File: src/design/mbfr_pkg.sv
// Package for the Modbus-style frame receiver.
// Holds payload structs, command and event codes, and frame length constants.
// No dependencies.
package mbfr_pkg;

   localparam int unsigned MAX_FRAME_BYTES = 64;

   localparam int unsigned CSR_INDEX_W = 1;
   localparam int unsigned CSR_DATA_W  = 16;

   localparam logic [CSR_INDEX_W-1:0] CSR_DEVICE_ADDRESS = 1'd0;
   localparam logic [CSR_INDEX_W-1:0] CSR_TIMEOUT_TICKS  = 1'd1;

   localparam logic [7:0]  DEVICE_ADDRESS_RESET = 8'd1;
   localparam logic [15:0] TIMEOUT_TICKS_RESET  = 16'd500;

   localparam logic OP_BYTE = 1'b0;
   localparam logic OP_TICK = 1'b1;

   localparam logic [7:0] CMD_RD_REGS    = 8'h03;
   localparam logic [7:0] CMD_WR_REGS    = 8'h10;
   localparam logic [7:0] CMD_SET_ADDR   = 8'h30;
   localparam logic [7:0] CMD_RD_ADDR    = 8'h31;
   localparam logic [7:0] BROADCAST_ADDR = 8'hff;

   localparam logic [7:0] CMD_BYTE_POS       = 8'd2;
   localparam logic [7:0] READ_FRAME_LEN     = 8'd8;
   localparam logic [7:0] SET_ADDR_FRAME_LEN = 8'd6;
   localparam logic [7:0] WRITE_HEADER_LEN   = 8'd7;
   localparam logic [7:0] CRC_LEN            = 8'd2;

   localparam logic [1:0] KIND_READ      = 2'd0;
   localparam logic [1:0] KIND_WRITE     = 2'd1;
   localparam logic [1:0] KIND_SET_ADDR  = 2'd2;
   localparam logic [1:0] KIND_READ_ADDR = 2'd3;

   localparam logic [2:0] EV_NONE     = 3'd0;
   localparam logic [2:0] EV_DONE     = 3'd1;
   localparam logic [2:0] EV_OVERSIZE = 3'd2;
   localparam logic [2:0] EV_REJECT   = 3'd3;
   localparam logic [2:0] EV_TIMEOUT  = 3'd4;

   typedef struct packed {
      logic [0:0] opcode;
      logic [7:0] rx_byte;
   } req_payload_type;

   typedef struct packed {
      logic [2:0] event_res;
      logic [1:0] command_kind;
      logic [6:0] frame_length;
      logic [0:0] byte_stored;
      logic [5:0] byte_position;
      logic [7:0] data_byte;
   } rsp_payload_type;

   typedef struct packed {
      logic [7:0]  device_address;
      logic [15:0] timeout_ticks;
   } cfg_type;

endpackage

File: src/design/modbus_like_frame_receiver_top.sv
// Top level of the Modbus-style request frame receiver.
// Depends on mbfr_pkg, mbfr_csr and mbfr_frame_ctl.
//
// Usage:
//   req channel (valid/ready) carries one item per serial byte or per
//   one-millisecond tick. rsp channel (valid/ready) returns exactly one item
//   per request item, in order: the frame event, the command kind, the frame
//   length, and the echoed byte with its position in the frame.
//   csr port writes device_address (index 0) and timeout_ticks (index 1);
//   write only while no item is in flight.
// Path: the input register takes the req item, the result register drives
//   rsp_valid. Throughput: one item per cycle while rsp_ready is high.
//   The decision in between is one pass of compares and a counter update.
// Reset: synchronous; clears the frame state and both stages, and loads
//   device_address 1 and timeout_ticks 500.
// Stall: when rsp_ready is low the result register holds its item; the input
//   register still takes one more item, then req_ready drops until the
//   result is taken.
module modbus_like_frame_receiver_top #(
   parameter int unsigned MAX_FRAME_BYTES = mbfr_pkg::MAX_FRAME_BYTES
) (
   input  logic                              clock,
   input  logic                              reset,
   input  logic                              req_valid,
   output logic                              req_ready,
   input  mbfr_pkg::req_payload_type         req_data,
   output logic                              rsp_valid,
   input  logic                              rsp_ready,
   output mbfr_pkg::rsp_payload_type         rsp_data,
   input  logic                              csr_write_enable,
   input  logic [mbfr_pkg::CSR_INDEX_W-1:0]  csr_index,
   input  logic [mbfr_pkg::CSR_DATA_W-1:0]   csr_write_data
);

   logic                      in_valid_ff;
   mbfr_pkg::req_payload_type in_item_ff;
   logic                      out_valid_ff;
   mbfr_pkg::rsp_payload_type out_item_ff;

   logic                      advance;
   mbfr_pkg::cfg_type         cfg;
   mbfr_pkg::rsp_payload_type result;

   assign advance   = in_valid_ff && (!out_valid_ff || rsp_ready);
   assign req_ready = !in_valid_ff || advance;
   assign rsp_valid = out_valid_ff;
   assign rsp_data  = out_item_ff;

   mbfr_csr u_csr (
      .clock            (clock),
      .reset            (reset),
      .csr_write_enable (csr_write_enable),
      .csr_index        (csr_index),
      .csr_write_data   (csr_write_data),
      .cfg              (cfg)
   );

   mbfr_frame_ctl #(
      .MAX_FRAME_BYTES (MAX_FRAME_BYTES)
   ) u_frame_ctl (
      .clock  (clock),
      .reset  (reset),
      .step   (advance),
      .item   (in_item_ff),
      .cfg    (cfg),
      .result (result)
   );

   always_ff @(posedge clock) begin
      if (reset) begin
         in_valid_ff  <= 1'b0;
         out_valid_ff <= 1'b0;
      end else begin
         if (req_ready) begin
            in_valid_ff <= req_valid;
         end
         if (advance) begin
            out_valid_ff <= 1'b1;
         end else if (rsp_ready) begin
            out_valid_ff <= 1'b0;
         end
      end
   end

   always_ff @(posedge clock) begin
      if (req_valid && req_ready) begin
         in_item_ff <= req_data;
      end
      if (advance) begin
         out_item_ff <= result;
      end
   end

endmodule

File: src/design/mbfr_csr.sv
// Configuration registers of the frame receiver: device address and timeout.
// Depends on mbfr_pkg.
module mbfr_csr (
   input  logic                                 clock,
   input  logic                                 reset,
   input  logic                                 csr_write_enable,
   input  logic [mbfr_pkg::CSR_INDEX_W-1:0]     csr_index,
   input  logic [mbfr_pkg::CSR_DATA_W-1:0]      csr_write_data,
   output mbfr_pkg::cfg_type                    cfg
);

   mbfr_pkg::cfg_type cfg_ff;

   always_ff @(posedge clock) begin
      if (reset) begin
         cfg_ff.device_address <= mbfr_pkg::DEVICE_ADDRESS_RESET;
         cfg_ff.timeout_ticks  <= mbfr_pkg::TIMEOUT_TICKS_RESET;
      end else if (csr_write_enable) begin
         case (csr_index)
            mbfr_pkg::CSR_DEVICE_ADDRESS: cfg_ff.device_address <= csr_write_data[7:0];
            mbfr_pkg::CSR_TIMEOUT_TICKS:  cfg_ff.timeout_ticks  <= csr_write_data[15:0];
            default: ;
         endcase
      end
   end

   assign cfg = cfg_ff;

endmodule

File: src/design/mbfr_frame_ctl.sv
// Frame tracking state and the per-item decision logic.
// Depends on mbfr_pkg.
module mbfr_frame_ctl #(
   parameter int unsigned MAX_FRAME_BYTES = mbfr_pkg::MAX_FRAME_BYTES
) (
   input  logic                      clock,
   input  logic                      reset,
   input  logic                      step,
   input  mbfr_pkg::req_payload_type item,
   input  mbfr_pkg::cfg_type         cfg,
   output mbfr_pkg::rsp_payload_type result
);

   logic [7:0]  byte_count_ff, byte_count_in;
   logic [7:0]  previous_byte_ff, previous_byte_in;
   logic        in_frame_ff, in_frame_in;
   logic [1:0]  command_held_ff, command_held_in;
   logic [7:0]  write_byte_count_ff, write_byte_count_in;
   logic [15:0] elapsed_ticks_ff, elapsed_ticks_in;

   logic [7:0]  count_inc;
   logic [15:0] elapsed_sat;
   logic [8:0]  write_end;
   logic [8:0]  write_end_new;

   always_ff @(posedge clock) begin
      if (reset) begin
         byte_count_ff       <= '0;
         previous_byte_ff    <= '0;
         in_frame_ff         <= 1'b0;
         command_held_ff     <= '0;
         write_byte_count_ff <= '0;
         elapsed_ticks_ff    <= '0;
      end else if (step) begin
         byte_count_ff       <= byte_count_in;
         previous_byte_ff    <= previous_byte_in;
         in_frame_ff         <= in_frame_in;
         command_held_ff     <= command_held_in;
         write_byte_count_ff <= write_byte_count_in;
         elapsed_ticks_ff    <= elapsed_ticks_in;
      end
   end

   always_comb begin
      byte_count_in       = byte_count_ff;
      previous_byte_in    = previous_byte_ff;
      in_frame_in         = in_frame_ff;
      command_held_in     = command_held_ff;
      write_byte_count_in = write_byte_count_ff;
      elapsed_ticks_in    = elapsed_ticks_ff;
      result              = '0;

      count_inc     = byte_count_ff + 8'd1;
      elapsed_sat   = (elapsed_ticks_ff != 16'hffff) ? elapsed_ticks_ff + 16'd1
                                                     : elapsed_ticks_ff;
      write_end     = {1'b0, write_byte_count_ff}
                      + {1'b0, mbfr_pkg::WRITE_HEADER_LEN} + {1'b0, mbfr_pkg::CRC_LEN};
      write_end_new = {1'b0, item.rx_byte}
                      + {1'b0, mbfr_pkg::WRITE_HEADER_LEN} + {1'b0, mbfr_pkg::CRC_LEN};

      if (item.opcode == mbfr_pkg::OP_TICK) begin
         if (byte_count_ff != 8'd0) begin
            elapsed_ticks_in = elapsed_sat;
            if (elapsed_sat >= cfg.timeout_ticks) begin
               byte_count_in    = '0;
               in_frame_in      = 1'b0;
               result.event_res = mbfr_pkg::EV_TIMEOUT;
            end
         end
      end else begin
         if (byte_count_ff == 8'd0) begin
            elapsed_ticks_in = '0;
         end
         result.byte_stored   = 1'b1;
         result.byte_position = byte_count_ff[5:0];
         result.data_byte     = item.rx_byte;
         byte_count_in        = count_inc;
         previous_byte_in     = item.rx_byte;

         if (in_frame_ff) begin
            case (command_held_ff)
               mbfr_pkg::KIND_READ: begin
                  if (count_inc == mbfr_pkg::READ_FRAME_LEN) begin
                     result.event_res    = mbfr_pkg::EV_DONE;
                     result.command_kind = mbfr_pkg::KIND_READ;
                     result.frame_length = count_inc[6:0];
                     byte_count_in       = '0;
                     in_frame_in         = 1'b0;
                  end
               end
               mbfr_pkg::KIND_WRITE: begin
                  if (count_inc == mbfr_pkg::WRITE_HEADER_LEN) begin
                     write_byte_count_in = item.rx_byte;
                     if (write_end_new > 9'(MAX_FRAME_BYTES)) begin
                        result.event_res    = mbfr_pkg::EV_OVERSIZE;
                        result.command_kind = mbfr_pkg::KIND_WRITE;
                        byte_count_in       = '0;
                        in_frame_in         = 1'b0;
                     end
                  end else if (count_inc > mbfr_pkg::WRITE_HEADER_LEN &&
                               {1'b0, count_inc} == write_end) begin
                     result.event_res    = mbfr_pkg::EV_DONE;
                     result.command_kind = mbfr_pkg::KIND_WRITE;
                     result.frame_length = count_inc[6:0];
                     byte_count_in       = '0;
                     in_frame_in         = 1'b0;
                  end
               end
               mbfr_pkg::KIND_SET_ADDR: begin
                  if (count_inc == mbfr_pkg::SET_ADDR_FRAME_LEN) begin
                     result.event_res    = mbfr_pkg::EV_DONE;
                     result.command_kind = mbfr_pkg::KIND_SET_ADDR;
                     result.frame_length = count_inc[6:0];
                     byte_count_in       = '0;
                     in_frame_in         = 1'b0;
                  end
               end
               default: begin
                  result.event_res = mbfr_pkg::EV_REJECT;
                  byte_count_in    = '0;
                  in_frame_in      = 1'b0;
               end
            endcase
         end else if (count_inc == mbfr_pkg::CMD_BYTE_POS) begin
            if (item.rx_byte == mbfr_pkg::CMD_RD_REGS ||
                item.rx_byte == mbfr_pkg::CMD_WR_REGS) begin
               if (previous_byte_ff == cfg.device_address) begin
                  in_frame_in     = 1'b1;
                  command_held_in = (item.rx_byte == mbfr_pkg::CMD_RD_REGS)
                                    ? mbfr_pkg::KIND_READ : mbfr_pkg::KIND_WRITE;
               end else begin
                  result.event_res = mbfr_pkg::EV_REJECT;
                  byte_count_in    = '0;
                  in_frame_in      = 1'b0;
               end
            end else if (item.rx_byte == mbfr_pkg::CMD_RD_ADDR &&
                         previous_byte_ff == mbfr_pkg::BROADCAST_ADDR) begin
               result.event_res    = mbfr_pkg::EV_DONE;
               result.command_kind = mbfr_pkg::KIND_READ_ADDR;
               result.frame_length = mbfr_pkg::CMD_BYTE_POS[6:0];
               byte_count_in       = '0;
               in_frame_in         = 1'b0;
            end else if (item.rx_byte == mbfr_pkg::CMD_SET_ADDR &&
                         previous_byte_ff == mbfr_pkg::BROADCAST_ADDR) begin
               in_frame_in     = 1'b1;
               command_held_in = mbfr_pkg::KIND_SET_ADDR;
            end else begin
               result.event_res = mbfr_pkg::EV_REJECT;
               byte_count_in    = '0;
               in_frame_in      = 1'b0;
            end
         end else if (count_inc > mbfr_pkg::CMD_BYTE_POS) begin
            result.event_res = mbfr_pkg::EV_REJECT;
            byte_count_in    = '0;
            in_frame_in      = 1'b0;
         end
      end
   end

endmodule

File: config.mk
export PLATFORM = sky130hd
export DESIGN_NAME = modbus_like_frame_receiver_top
export DESIGN_NICKNAME = d
export VERILOG_FILES = /design/src/design/mbfr_pkg.sv /design/src/design/modbus_like_frame_receiver_top.sv /design/src/design/mbfr_csr.sv /design/src/design/mbfr_frame_ctl.sv
export SDC_FILE = /design/constraint.sdc
export NUM_CORES = 1
export LEC_CHECK = 0
export BUFFER_PORTS_ARGS = -buffer_cell sky130_fd_sc_hd__buf_2
export CAP_MARGIN = 20
export CORE_ASPECT_RATIO = 0.5
export CORE_MARGIN = 10
export CORE_UTILIZATION = 30
export DETAILED_ROUTE_END_ITERATION = 10
export HOLD_SLACK_MARGIN = 0.03
export SETUP_SLACK_MARGIN = 0.02
export SLEW_MARGIN = 20
export SYNTH_ARGS = -nofsm -noshare
export SYNTH_HDL_FRONTEND = slang
export SYNTH_HIERARCHICAL = 1
export SYNTH_SLANG_ARGS = --single-unit
File: constraint.sdc
create_clock -name clock -period 5.4 [get_ports clock]
set_input_delay 0.54 -clock clock [delete_from_list [all_inputs] [get_ports clock]]
set_output_delay 0.54 -clock clock [all_outputs]
set_load 0.01 [all_outputs]
==> impl_metrics.ini, run 1 <==
[global_route]
grt_overflow = 0
grt_pass1_wl_um = 24650
grt_pass1_vias = 4680
grt.total_usage_pct = 11.54
grt_antenna_before_repair = 2
grt_max_degree = 73

[yosys]
synthArstFlopShare_pct = 0
synth_seq_area_share_pct = 41.53
synth_edf_count = 36
ys.flop_type = dfxtp_1
syn-num-nets = 704
synth.distinct_cells = 70
synth_cells = 649
synth.cell_area_sq_um = 5929
ys_seq_elements = 105
ys_warn_count = 6
avgSynthCellArea_sq_um = 9.136

[power_and_ir_drop]
p_seq_share_pct = 51.6
switching_share_pct = 24.98
max-vdd-ir-drop_mv = 0.1527
powerDensity_nw_per_um2 = 250.6
p_switching_mw = 0.4191
clockPowerShare_pct = 39.5
power.leakage_nw = 2.533
p_int_mw = 1.258
combPwrFrac_pct = 8.9

[sta]
grt_setup_unrepaired = false
setup_viol = 0
tightest_slew_ps = 814.7
period_share_pct = 72.33
finalSetupTns_ps = 0
slew-limit-headroom_pct = 45.68
fin_skew_ps = 9.669
hold_viol = 0
slew_violations = 0
max_freq_mhz = 256.0
period_needed_ps = 3906

[clock_network]
ctsHoldBuffers = 0
post_cts.repair.setup_buffers = 0
clockRootBuffer = clkbuf_16
cts.clk_slew.worst_paths_ps = 80
cts_buffer_depth = 2
cts_max_level = 3
postCtsResizedCells = 0
clock_latency_ps = 360
cts_tree = yes
cts_buffers = 9
cts_sinks = 105

[cells_and_area]
fin_cells = 959
layout.nets = 742
multi_input_area_sq_um = 3176
area_growth_pct = 12.89
layout-drive-gt1-share_pct = 14.88
seqCellArea_sq_um = 2462
num-fill-cells = 1981

[routing]
drt_iter0_markers = 402
drtPass1Iterations = 5
drt_wl_total_um = 15170
ant_nets = 0
wl_per_cell_um = 15.81
routed_via_density = 5.130
via_count = 4920
drc = 0

[placed_design]
dp_hpwl_um = 11040
gp_congestion = 0.8747
dp.cells = 942
io_buffer_count = 59

[worst_setup_path]
crit_arrival_ps = 4190
criticalPathCategory = reg -> reg
required_ps = 5680
crit_chain = ha_1, and2_1, a41oi_1, nand4_1, xnor2_1, ha_1, a21oi_1, o21ai_0, a2111oi_0, a21o_1, a32oi_1, o21ai_0
timing.reg2reg.setup_slack_ps = 1490
max_stage_delay_ps = 740
cpMaxStageDelayCell = a2111oi_0
crit_fanout = 9
path_buf_inv = 0
critical_path.top_delay_family = compound AO/OA/AOI/OAI gates
end_kind = register
critPathLaunchType = register

[die]
die_height_um = 119.4
start_util_pct = 30.54
dieArea_sq_um = 26130
num_rows = 36
die_w_um = 218.8
num_io_pins = 60
core_area_sq_um = 19410

[worst_hold_path]
min_path_type = in -> reg

[flow_run]
maxCapViolations = 0

[outcome]
outcome = finished clean
## layout by cell type (no fill, tap or decap), types with 17 or more instances in the layout
cell and count:
edfxtp_1 36, inv_1 27, a21oi_1 43, nand3_1 19
nor2_1 50, dfxtp_1 69, nor3_1 31, buf_2 59
ha_1 24, nand2_1 61, xnor2_1 17
## worst paths after layout
kind | startpoint | end | depth (start not counted)
worst max-delay path | u_frame_ctl/elapsed_ticks_ff[0] | u_frame_ctl/byte_count_ff[1] | 12
worst min-delay path | req_data[3] | in_item_ff[3] | 1
worst max register to register | u_frame_ctl/elapsed_ticks_ff[0] | u_frame_ctl/byte_count_ff[1] | 12
worst min register to register | u_csr/cfg[2] | u_csr/cfg[2] | 1
## power by group through the flow
stage | clock network, mW | registers (mW) | logic (mW)
floorplan | 0 | 0.883 | 0.0981
global placement | 0 | 0.884 | 0.147
detailed placement | 0 | 0.885 | 0.149
CTS | 0.680 | 0.867 | 0.150
global route | 0.704 | 0.870 | 0.166
finish | 0.662 | 0.866 | 0.149
## cells by family after synthesis
logic type	synth area share, %
AOI/OAI and AO/OA	16.92
xor gates and xnor gates	4.874
adders and majority gates	5.064
buffers and inverters	4.916
DFF	41.53
muxes	3.102
and+or+nand+nor	23.59
## cell usage after synthesis, types with 4 or more instances
master      n  area, sq um
dfxtp_1    69         1381
nand2_1    61        229.0
nor2_1     50        187.7
a21oi_1    43        215.2
edfxtp_1   36         1081
nor3_1     31        155.2
inv_1      27        101.4
ha_1       24        300.3
nand3_1    19        95.09
xnor2_1    17        148.9
nand2b_1   16        100.1
xor2_1     16        140.1
clkbuf_1   15        56.30
mux2i_1    15        150.1
nor2b_1    15        93.84
o21ai_0    15        75.07
nand4_1    14        87.58
and3_1     13        81.33
a21o_1      9        67.56
a211o_1     8        70.07
or4_1       8        60.06
buf_1       7        26.28
a21bo_2     6        60.06
a22oi_1     6        45.04
o2111ai_1   6        52.55
buf_2       5        25.02
buf_6       5        56.30
nand4bb_1   5        56.30
o21ai_1     5        25.02
or3_1       5        31.28
a211oi_1    4        30.03
and2_1      4        25.02
o21a_1      4        30.03
o31ai_1     4        30.03
## area by class of cell
type / instances / share of cell area [%]
Antenna cell: 1 / 0.03738
Clock buffer: 11 / 3.944
Clock inverter: 5 / 0.5047
Inverter: 28 / 1.570
Multi-Input combinational cell: 481 / 47.44
Sequential cell: 105 / 36.79
Tap cell: 266 / 4.972
Timing Repair Buffer: 62 / 4.748
## per-stage QoR
step	util [%]	area, sq um	setup slack [ps]	hold slack, ps	total power, mW
6_report	34.48	6694	1494	358.1	1.678
5_1_grt	34.47	6691	1173	350.0	1.741
4_1_cts	34.47	6691	1567	350.2	1.696
3_5_place_dp	32.93	6394	1588	462.1	1.034
3_3_place_gp	32.93	6394	1708	444.1	1.031
2_1_floorplan	-	5929	2033	435.4	0.9807
## sequential cells by signal, indices dropped and copies added (netlist names)
register	cells
rsp_data	27
u_csr/cfg	24
u_frame_ctl/elapsed_ticks_ff	16
in_item_ff	9
u_frame_ctl/byte_count_ff	8
u_frame_ctl/previous_byte_ff	8
u_frame_ctl/write_byte_count_ff	8
u_frame_ctl/command_held_ff	2
in_valid_ff	1
rsp_valid	1
u_frame_ctl/in_frame_ff	1
## routing by layer
metal	GRT usage [%]	routed length, um	vias to the layer above
met5	0	7	-
met4	3.940	217	2
met2	18.10	6903	119
met3	2.729	853	16
li1	-	-	2436
met1	15.26	7183	2347
(Power assumes the default switching activity.)
==> inputs of run 2 (changes only) <==
==> constraint.sdc (replaced) <==
create_clock -name clock -period 3.95 [get_ports clock]
set_input_delay 0.395 -clock clock [delete_from_list [all_inputs] [get_ports clock]]
set_output_delay 0.395 -clock clock [all_outputs]
set_load 0.01 [all_outputs]
==> impl_metrics.ini, run 2 (synthesized netlist as in run 1, its figures left out) <==
[worst_setup_path]
cpMaxStageDelayCell = or3_1
required_ps = 4180
rr_worst_depth = 12
timing.reg2reg.setup_slack_ps = 350
critical_path.top_delay_family = simple AND/OR/NAND/NOR gates
path_buf_inv = 0
end_kind = register
critPathLaunchType = register
crit_arrival_ps = 3830
crit_chain = and4_1, nand4_1, or3_1, and4_1, xor2_1, ha_1, nand4_1, a2111oi_0, o21ai_1, a21o_2, a32oi_1, o21ai_0
reg2reg_to = u_frame_ctl/byte_count_ff[1]
crit_fanout = 9
rr_startpoint = u_frame_ctl/elapsed_ticks_ff[4]
max_stage_delay_ps = 580
criticalPathCategory = reg -> reg

[cells_and_area]
num-fill-cells = 1983
final_common_cell = dfxtp_1
final_core_util_pct = 34.93
largest_reg_flops = 27
seqCellArea_sq_um = 2462
area_growth_pct = 14.35
multi_input_area_sq_um = 3183
diodes = 0
layout.nets = 749
postLayoutCellArea_sq_um = 6780
layout-drive-gt1-share_pct = 16.02
layout_common_cells = dfxtp_1 (69), nand2_1 (61), buf_2 (59)

[die]
die_height_um = 119.4
num_io_pins = 60
die_w_um = 218.8
num_rows = 36
start_util_pct = 30.54
core_area_sq_um = 19410
dieArea_sq_um = 26130

[sta]
hold_viol = 0
slew_violations = 0
max_freq_mhz = 277.9
period_share_pct = 91.09
finalSetupTns_ps = 0
slew-limit-headroom_pct = 50.01
period_needed_ps = 3598
grt_setup_unrepaired = false
tightest_slew_ps = 748.2
fin_skew_ps = 10.59
setup_viol = 0

[worst_hold_path]
min_from = req_data[7]
hold_end = in_item_ff[7]
min_path_type = in -> reg
min_path_cells = 1

[clock_network]
cts_buffers = 9
cts_tree = yes
ctsHoldBuffers = 0
cts.clk_slew.worst_paths_ps = 80
cts_sinks = 105
clockRootBuffer = clkbuf_16
cts_buffer_depth = 2
cts_max_level = 3
clock_latency_ps = 360
post_cts.repair.setup_buffers = 0

[global_route]
grt_antenna_before_repair = 2
grt_pass1_wl_um = 24830
grt_overflow = 0
grt_max_degree = 69
grt.total_usage_pct = 11.71
grt_pass1_vias = 4653

[power_and_ir_drop]
p_total_mw = 2.355
power.leakage_nw = 2.577
powerDensity_nw_per_um2 = 347.3
max-vdd-ir-drop_mv = 0.1939

[routing]
ant_nets = 0
drtPass1Iterations = 5
drt_iter0_markers = 400
drc = 0
drt_wl_total_um = 15250
via_count = 4941
wl_per_cell_um = 15.80
routed_via_density = 5.120

[placed_design]
gp_congestion = 0.8714
placed_area_sq_um = 6446
io_buffer_count = 59
dp_hpwl_um = 11260

[outcome]
outcome = finished clean

[flow_run]
maxCapViolations = 0
## run 2: metrics by stage
step / setup slack, ps / hold WS [ps] / std cells
after floorplan: 583.4 / 435.4 / 649
after global placement: 386.4 / 444.4 / 949
after detailed placement: 270.7 / 450.1 / 949
after CTS: 226.0 / 199.9 / 965
after global routing: 65.49 / 191.0 / 965
final: 352.1 / 213.0 / 965
## run 2: timing repair
action,CTS,global route
endpoints found under the hold margin,0,0
resized for setup,0,4
setup endpoints to repair,0,9
## run 2: worst max path at each step
stage	startpoint	end	slack (ps)	depth (start not counted)
finish	u_frame_ctl/elapsed_ticks_ff[4]	u_frame_ctl/byte_count_ff[1]	350	12
floorplan	u_frame_ctl/elapsed_ticks_ff[0]	u_frame_ctl/in_frame_ff	580	14
detailed placement	u_frame_ctl/elapsed_ticks_ff[4]	u_frame_ctl/in_frame_ff	270	12
CTS	u_frame_ctl/elapsed_ticks_ff[3]	u_frame_ctl/in_frame_ff	230	12
global placement	u_frame_ctl/elapsed_ticks_ff[3]	u_frame_ctl/in_frame_ff	390	12
global route	u_frame_ctl/elapsed_ticks_ff[4]	u_frame_ctl/byte_count_ff[4]	70	12
## run 2: area by class of cell
type                            count  area share (%)
Multi-Input combinational cell    481           46.95
Sequential cell                   105           36.32
Clock inverter                      5          0.7566
Clock buffer                       11           4.060
Inverter                           28           1.550
Tap cell                          266           4.909
Timing Repair Buffer               69           5.462
## run 2: layer usage
| metal | share of wire, % | vias up | global-route usage, % |
|---|---|---|---|
| li1 | - | 2443 | - |
| met5 | 0.046 | - | 0 |
| met4 | 1.5 | 2 | 3.126 |
| met3 | 5.3 | 18 | 3.386 |
| met1 | 47 | 2366 | 15.44 |
| met2 | 46 | 112 | 18.35 |
## run 2: power breakdown
group          internal, mW  leakage (nW)  switching [mW]
sequential             1.16         0.899          0.0262
combinational        0.0816          1.52           0.130
clock                 0.520         0.162           0.442
==> inputs of run 3 (changes only) <==
--- a/config.mk
+++ b/config.mk
@@ -12,6 +12,7 @@
 export CORE_UTILIZATION = 30
 export DETAILED_ROUTE_END_ITERATION = 10
 export HOLD_SLACK_MARGIN = 0.03
+export RECOVER_POWER = 100
 export SETUP_SLACK_MARGIN = 0.02
 export SLEW_MARGIN = 20
 export SYNTH_ARGS = -nofsm -noshare
==> impl_metrics.ini, run 3 (synthesized netlist as in run 1, its figures left out) <==
[global_route]
grt_pass1_vias = 4653
grt.total_usage_pct = 11.71
grt_max_degree = 69
grt_antenna_before_repair = 2
grt_overflow = 0
grt_pass1_wl_um = 24830

[sta]
hold_viol = 0
slew-limit-headroom_pct = -92.85
max_freq_mhz = 277.7
tightest_slew_ps = 2893
fin_skew_ps = 9.888
period_needed_ps = 3601
period_share_pct = 91.16
slew_violations = 69
grt_setup_unrepaired = false
finalSetupTns_ps = 0
setup_viol = 0

[worst_setup_path]
required_ps = 4180
crit_arrival_ps = 3830
max_stage_delay_ps = 580
crit_fanout = 9
crit_chain = and4_1, nand4_1, or3_1, and4_1, xor2_1, ha_1, nand4_1, a2111oi_0, o21ai_1, a21o_2, a32oi_1, o21ai_0
critPathLaunchType = register
cpMaxStageDelayCell = or3_1
criticalPathCategory = reg -> reg
end_kind = register

[cells_and_area]
postLayoutCellArea_sq_um = 6699
multi_input_area_sq_um = 3162
diodes = 0
layout.nets = 749
final_core_util_pct = 34.51
layout-drive-gt1-share_pct = 10.30
seqCellArea_sq_um = 2462
final_common_cell = dfxtp_1
num-fill-cells = 2010
area_growth_pct = 12.98
layout_common_cells = dfxtp_1 (69), nand2_1 (61), nor2_1 (50)
largest_reg_flops = 27

[routing]
routed_via_density = 5.106
wl_per_cell_um = 15.93
drtPass1Iterations = 5
drt_iter0_markers = 342
drt_wl_total_um = 15370
drc = 0
via_count = 4927
ant_nets = 0

[die]
die_w_um = 218.8
num_rows = 36
start_util_pct = 30.54
dieArea_sq_um = 26130
num_io_pins = 60
core_area_sq_um = 19410
die_height_um = 119.4

[placed_design]
io_buffer_count = 59
placed_area_sq_um = 6446
dp_hpwl_um = 11260
gp_congestion = 0.8714

[clock_network]
cts_buffer_depth = 2
cts_buffers = 9
clockRootBuffer = clkbuf_16
ctsHoldBuffers = 0
post_cts.repair.setup_buffers = 0
cts_max_level = 3
cts_sinks = 105
clock_latency_ps = 360
cts.clk_slew.worst_paths_ps = 80
cts_tree = yes

[power_and_ir_drop]
powerDensity_nw_per_um2 = 350.4
switching_share_pct = 25.43
p_int_mw = 1.750
p_switching_mw = 0.5971
combPwrFrac_pct = 8.7
power.leakage_nw = 2.450
p_seq_share_pct = 50.4
clockPowerShare_pct = 40.9
max-vdd-ir-drop_mv = 0.1942
p_total_mw = 2.347

[worst_hold_path]
min_path_type = in -> reg

[outcome]
violations = max-capacitance violations, max-slew violations
outcome = complete, but fails checks

[flow_run]
maxCapViolations = 1
==> run 3: cell count changes in the layout (fill, tap and decap cells not counted), moves of 3 or more <==
cell / change
and2_0: +3
buf_2: -30
buf_4: -6
clkbuf_1: +36
o21ai_0: +5
o21ai_1: -5
==> run 3: per-layer routing <==
metal  vias to the layer above  track usage, %  wire (um)
met3                        19           3.386        893
met4                         2           3.126        225
li1                       2445               -          -
met1                      2346           15.44       7205
met5                         -               0          7
met2                       115           18.35       7042
==> run 3: critical path: cells and delay by family, from the launching register on <==
kind	cells	cell delay, ps
and+or+nand+nor	5	1470
AOI/OAI and AO/OA	5	1110
DFF	1	420
xor gates and xnor gates	1	160
adders and majority gates	1	300
==> run 3: stage by stage <==
stage / cells / hold slack (ps) / worst slack, ps
2_1_floorplan: 649 / 435.4 / 583.4
3_3_place_gp: 949 / 444.4 / 386.4
6_report: 965 / 212.4 / 349.1
5_1_grt: 965 / 191.0 / 65.46
3_5_place_dp: 949 / 450.1 / 270.7
4_1_cts: 965 / 199.9 / 226.0
==> run 3: final timing paths <==
kind	startpoint	endpoint	slack, ps	depth (start not counted)
setup / recovery	u_frame_ctl/elapsed_ticks_ff[4]	u_frame_ctl/byte_count_ff[1]	350	12
hold / removal	req_data[3]	in_item_ff[3]	210	1
setup reg to reg	u_frame_ctl/elapsed_ticks_ff[4]	u_frame_ctl/byte_count_ff[1]	350	12
hold reg to reg	u_csr/cfg[8]	u_csr/cfg[8]	460	1
==> run 3: what timing repair did <==
action                                 in CTS  in global routing
setup endpoints to repair                   0                  9
endpoints found under the hold margin       0                  0
gates resized for setup                     0                  4
==> run 3: final cells by class <==
cell class / count / area share (%)
clock buffers: 11 / 4.109
clock inverters: 5 / 0.7658
inverters: 28 / 1.569
multi-input cells: 481 / 47.20
flip-flops and latches: 105 / 36.76
well taps: 266 / 4.968
repair buffers: 69 / 4.632
==> run 3: power by group through the flow <==
stage / combinational [mW] / clock, mW / sequential, mW
after global routing: 0.229 / 1.03 / 1.19
after detailed placement: 0.210 / 0 / 1.21
after global placement: 0.208 / 0 / 1.21
after CTS: 0.211 / 0.989 / 1.18
after floorplan: 0.134 / 0 / 1.21
final: 0.205 / 0.961 / 1.18
